### src/sv/ray_sphere_intersect_assert.svh
// Assertion macros for the ray/sphere intersection block.
`ifndef RAY_SPHERE_INTERSECT_ASSERT_SVH
`define RAY_SPHERE_INTERSECT_ASSERT_SVH

// Implication checked at every clock edge outside reset.
`define RSI_ASSERT_IMPL(label, ante, cons) \
    label: assert property (@(posedge i_clk) disable iff (!i_rst_n) (ante) |-> (cons)) \
        else $error("ray_sphere_intersect: implication check failed");

// Condition that must never be seen outside reset.
`define RSI_ASSERT_NEVER(label, cond) \
    label: assert property (@(posedge i_clk) disable iff (!i_rst_n) !(cond)) \
        else $error("ray_sphere_intersect: forbidden condition seen");

`endif

### src/sv/rsi_pkg.sv
// Shared widths, constants and types of the ray/sphere intersection block.
package rsi_pkg;
    localparam int CW     = 32;        // input component width
    localparam int RW     = 31;        // radius width
    localparam int PW     = 64;        // product, a, |h|, |c| width
    localparam int HALF   = PW / 2;    // partial product limb width
    localparam int HW     = 66;        // signed h and c
    localparam int DW     = 128;       // discriminant magnitude
    localparam int SW     = DW / 2;    // square root width, one stage per bit
    localparam int SREMW  = SW + 4;    // square root remainder
    localparam int NW     = 67;        // signed root numerators
    localparam int QW     = 32;        // quotient / distance width
    localparam int QF     = 16;        // fraction bits of Q16.16
    localparam int DREMW  = PW + 1;    // divider remainder
    localparam int NLANE  = 2;         // near and far root
    localparam int MUL_LAT = 3;
    localparam int FIFO_DEPTH = 8;
    localparam int FIFO_AW    = 3;
    localparam int FIFO_SLACK = 4;     // front stages still in flight

    localparam logic [QW-1:0] MISS_DIST = 32'hFFFF_0000;
    localparam logic [QW-1:0] SAT_POS   = 32'h7FFF_FFFF;
    localparam logic [QW-1:0] SAT_NEG   = 32'h8000_0000;

    // classified request handed from front to back
    typedef struct packed {
        logic [PW-1:0]        a;
        logic signed [HW-1:0] h;
        logic signed [HW-1:0] c;
        logic                 zero_dir;
    } t_fe_item;

    typedef struct packed {
        logic full;
        logic almost_full;
    } t_q_stat;

    typedef struct packed {
        logic                 miss;
        logic                 dzero;
        logic [PW-1:0]        a;
        logic signed [HW-1:0] h;
    } t_sq_tag;

    typedef struct packed {
        logic          miss;
        logic          dzero;
        logic [PW-1:0] a;
    } t_dv_tag;

    typedef struct packed {
        logic             neg;
        logic             ovf;
        logic [DREMW-1:0] rem;
        logic [QW-1:0]    frac;
        logic [QW-1:0]    q;
    } t_dv_lane;
endpackage

### src/sv/rsi_fifo.sv
// Request queue between front and back; the back drains it every cycle.
module rsi_fifo (
    input  logic               i_clk,
    input  logic               i_rst_n,
    input  logic               i_push,
    input  rsi_pkg::t_fe_item  i_data,
    output logic               o_vld,
    output rsi_pkg::t_fe_item  o_data,
    output rsi_pkg::t_q_stat   o_stat
);
    import rsi_pkg::*;

    t_fe_item           r_mem [FIFO_DEPTH];
    t_fe_item           r_q;
    logic               r_q_vld;
    logic [FIFO_AW-1:0] r_wr;
    logic [FIFO_AW-1:0] r_rd;
    logic [FIFO_AW:0]   r_cnt;
    logic               w_pop;

    assign w_pop = (r_cnt != '0);

    // storage
    always_ff @(posedge i_clk) begin
        if (i_push) begin
            r_mem[r_wr] <= i_data;
        end
        r_q <= r_mem[r_rd];
    end

    // pointers and fill count
    always_ff @(posedge i_clk) begin
        if (!i_rst_n) begin
            r_wr    <= '0;
            r_rd    <= '0;
            r_cnt   <= '0;
            r_q_vld <= 1'b0;
        end else begin
            r_q_vld <= w_pop;
            if (i_push) r_wr <= r_wr + 1'b1;
            if (w_pop)  r_rd <= r_rd + 1'b1;
            r_cnt <= r_cnt + {{FIFO_AW{1'b0}}, i_push} - {{FIFO_AW{1'b0}}, w_pop};
        end
    end

    assign o_vld              = r_q_vld;
    assign o_data             = r_q;
    assign o_stat.full        = (r_cnt == (FIFO_AW+1)'(FIFO_DEPTH));
    assign o_stat.almost_full = (r_cnt >= (FIFO_AW+1)'(FIFO_DEPTH - FIFO_SLACK));
endmodule

### config.mk
export PLATFORM = sky130hd
export DESIGN_NAME = rsi_fifo
export DESIGN_NICKNAME = d
export VERILOG_FILES = /design/src/sv/ray_sphere_intersect_assert.svh /design/src/sv/rsi_pkg.sv /design/src/sv/rsi_fifo.sv
export SDC_FILE = /design/constraint.sdc
export NUM_CORES = 2
export LEC_CHECK = 0
export ABC_AREA = 0
export BUFFER_PORTS_ARGS = -buffer_cell sky130_fd_sc_hd__buf_2
export CAP_MARGIN = 40
export CORE_MARGIN = 5
export CORE_UTILIZATION = 50
export CTS_CLUSTER_DIAMETER = 40
export DETAILED_ROUTE_END_ITERATION = 8
export PLACE_DENSITY = 0.67
export REMOVE_ABC_BUFFERS = 1
export SKIP_LAST_GASP = 1
export SLEW_MARGIN = 25
export SYNTH_ARGS = -nofsm -noshare
export SYNTH_HDL_FRONTEND = slang
export SYNTH_SLANG_ARGS = --single-unit
### constraint.sdc
create_clock -name i_clk -period 24.1 [get_ports i_clk]
set_input_delay 3.615 -clock i_clk [delete_from_list [all_inputs] [get_ports i_clk]]
set_output_delay 3.615 -clock i_clk [all_outputs]
set_load 0.03 [all_outputs]
==> flow_summary_export.csv <==
group,metric,value,unit
clock_network,cts_buffers,200,
min_path,hold_class,"reg2reg",
min_path,min_delay_path_depth,2,
detailed_routing,wl_per_cell,26.1,um
min_path,hold_end,"r_wr[2]",
yosys,synthFlopType,"edfxtp_1",
floorplanning,start_util,50.2,%
detailed_routing,wirelength,130,mm
clock_network,cts.sinks,1784,
critical_path,setup.worst_path.class,"in2reg",
critical_path,worstSetupEndpointType,"flop",
clock_network,post-cts-setup-buffer-count,0,
floorplanning,die_w,367,um
sta,worst_clock_skew,0.0362,ns
placed_design,gp_congestion,0.734,
grt,grt_pass1_wl,193,mm
yosys,synth_top_area_share,74.3,%
clock_network,cts_tree,"done",
yosys,synth_cell_types,27,
critical_path,reg2reg_from,"r_rd[1]",
clock_network,clk_latency,0.81,ns
critical_path,crit_arrival,6.24,ns
yosys,avgSynthCellArea,25.0,um2
grt,grt_max_degree,116,
sta,setup_tns,0,ns
detailed_routing,drtIter0Drc,2386,
detailed_routing,drc_errors,0,
grt,grtUsageTotal,19.3,%
grt,first_global_vias,30100,
critical_path,cp_max_fo,45,
detailed_routing,drtPass1Iterations,5,
yosys,syn-instance-count,2544,
floorplanning,num_rows,131,
detailed_routing,via_count,27900,
floorplanning,die_height,367,um
pwr,pwr-share-comb,21.0,%
run_status,outcome,"finished clean",
critical_path,critPathRequiredTime,24.52,ns
yosys,netlist.top_cell.by_area,"edfxtp_1",
floorplanning,die_area,135000,um2
sta,slew_headroom,43.6,%
pwr,pwr_density_cell,113,nW/um2
yosys,synth_edf_count,1576,
critical_path,r2r-end,"o_data[62]",
grt,antenna_found_initial,55,
placed_design,hpwlAfterDp,74.4,mm
min_path,hp-start,"r_wr[2]",
pwr,total_power,8.50,mW
yosys,synth-seq-area-share,80.8,%
pwr,vdd_drop_max,0.0000729,V
sta,rsz0062_at_grt,"no",
detailed_routing,vias_per_cell,5.61,
job,max-cap-violations,0,
critical_path,startpoint,"i_push",
cells_and_area,finalNetCount,3314,
cells_and_area,area_growth,17.6,%
sta,max_freq,172,MHz
sta,finalCriticalPeriod,5.81,ns
sta,final-setup-viol-count,0,
clock_network,clkTransAtPathRegs,0.06,ns
yosys,synth_seq_cells,1784,
pwr,clock_power_share,35.2,%
pwr,leakage,24.5,nW
clock_network,clockRootBuffer,"clkbuf_16",
critical_path,r2r_cells,7,
yosys,synth_top_cells_by_count,"1,576 x edfxtp_1, 394 x mux4_2, 208 x dfxtp_1, 197 x mux2_2, 39 x buf_6",
clock_network,clk_path_buf_depth,3,
critical_path,r2r_setup_slack,20.29,ns
detailed_routing,antenna_left,0,
sta,worstMarginPinSlew,0.846,ns
clock_network,cts-resized-gates,0,
floorplanning,ios,400,
critical_path,cp-start-kind,"input port",
clock_network,cts.hold.buffers_added,0,
yosys,synth_area_leaders,"edfxtp_1 74%, mux4_2 14%, dfxtp_1 6.5%, mux2_2 3.5%, buf_6 0.69%",
pwr,sequentialPowerShare,43.8,%
clock_network,h-tree-depth,4,
sta,hold_viol_final,0,
pwr,internal_power,6.17,mW
yosys,yosysWarningCount,0,
floorplanning,core,127000,um2
cells_and_area,drive_gt1_share,42.7,%
sta,min_period_over_period,24.1,%
yosys,synth_area,63700,um2
pwr,switching_power,2.33,mW
sta,final_max_slew_viol_count,0,
yosys,yosysMostFrequentCell,"edfxtp_1",
grt,grt-ovfl-total,0,
placed_design,port-buffer-count,399,
yosys,ys_async_sr_fraction,0,%
pwr,switching_share,27.4,%
## routing by layer
layer / routed length (um) / track usage [%] / vias up
met5: 112 / 0 / -
met4: 2860 / 5.75 / 18
met3: 9960 / 5.50 / 233
met2: 63200 / 30.9 / 934
met1: 53600 / 26.3 / 14800
li1: - / - / 11900
## worst max-delay path, stage by stage
cell	delay [ns]
buf_2	0.19
nand2b_1	0.25
nor2_4	0.65
buf_4	0.71
buf_4	0.73
## sequential cells by signal, summed over array words and instances (netlist names)
signal  cells
o_data    197
r_rd        3
r_wr        3
o_vld       1
r_cnt       4
r_mem    1576
## worst max-delay path by stage
| stage | end | slack [ns] | cells past startpoint |
|---|---|---|---|
| 6_report | r_mem[3][118] | 18.29 | 5 |
| 5_1_grt | r_mem[3][148] | 18.23 | 5 |
| 4_1_cts | r_mem[3][2] | 18.30 | 5 |
| 3_5_place_dp | r_mem[3][81] | 17.44 | 5 |
| 3_3_place_gp | r_mem[7][146] | 17.11 | 5 |
| 2_1_floorplan | r_mem[0][0] | 6.13 | 2 |
## through the flow
step | setup WS [ns] | instances | util (%) | hold slack, ns | instance area (um2)
floorplan | 6.13 | 2433 | - | 0.535 | 63000
global placement | 17.11 | 4540 | 53.1 | 0.593 | 67500
detailed placement | 17.44 | 4561 | 53.5 | 0.626 | 68000
CTS | 18.30 | 4938 | 58.8 | 0.638 | 74700
global route | 18.23 | 4949 | 58.9 | 0.657 | 74900
finish | 18.29 | 4978 | 59.0 | 0.632 | 74900
## cell families (layout without fill, tap and decap cells)
logic type	Yosys count	in the layout	synth area share, %
AOI/OAI and AO/OA	4	4	0.0393
xor gates and xnor gates	4	4	0.0550
adders and majority gates	9	9	0.189
buffers and inverters	121	857	1.20
DFF	1784	1784	80.8
muxes	594	594	17.5
other	0	36	0
and+or+nand+nor	28	28	0.234
## layout make-up
class,instances,area [um2]
diodes,36,90.1
well taps,1662,2080
clock buffers,256,5490
inverters,10,37.5
fillers,8679,52100
flip-flops and latches,1784,51500
multi-input cells,639,11500
repair buffers,470,2990
clock inverters,121,1250
## power groups by stage
| stage | sequential (mW) | combinational [mW] | clock, mW |
|---|---|---|---|
| 2_1_floorplan | 4.28 | 1.47 | 0 |
| 3_5_place_dp | 3.79 | 1.79 | 0 |
| 6_report | 3.72 | 1.78 | 2.99 |
| 4_1_cts | 3.73 | 1.80 | 3.06 |
| 3_3_place_gp | 3.78 | 1.73 | 0 |
| 5_1_grt | 3.74 | 1.90 | 3.20 |
## cells in the final DEF, fill, tap and decap left out, types with 3 or more instances in the layout
master and n:
clkinv_1 13, clkinvlp_4 16, nand2b_1 4, inv_8 7, mux2_2 197, inv_6 14, clkinv_2 35, buf_2 399
edfxtp_1 1576, ha_1 8, clkinv_16 3, clkbuf_1 35, xnor2_1 3, buf_16 14, clkinv_4 10, and2_1 5
diode_2 36, clkbuf_16 206, dfxtp_4 3, mux4_2 394, mux2i_1 3, clkinv_8 9, clkbuf_8 15, nand2_1 4
nor2_4 6, nor2b_1 4, buf_4 42, dfxtp_1 205, inv_1 10, buf_12 14, bufinv_16 11
(Power assumes the default switching activity.)
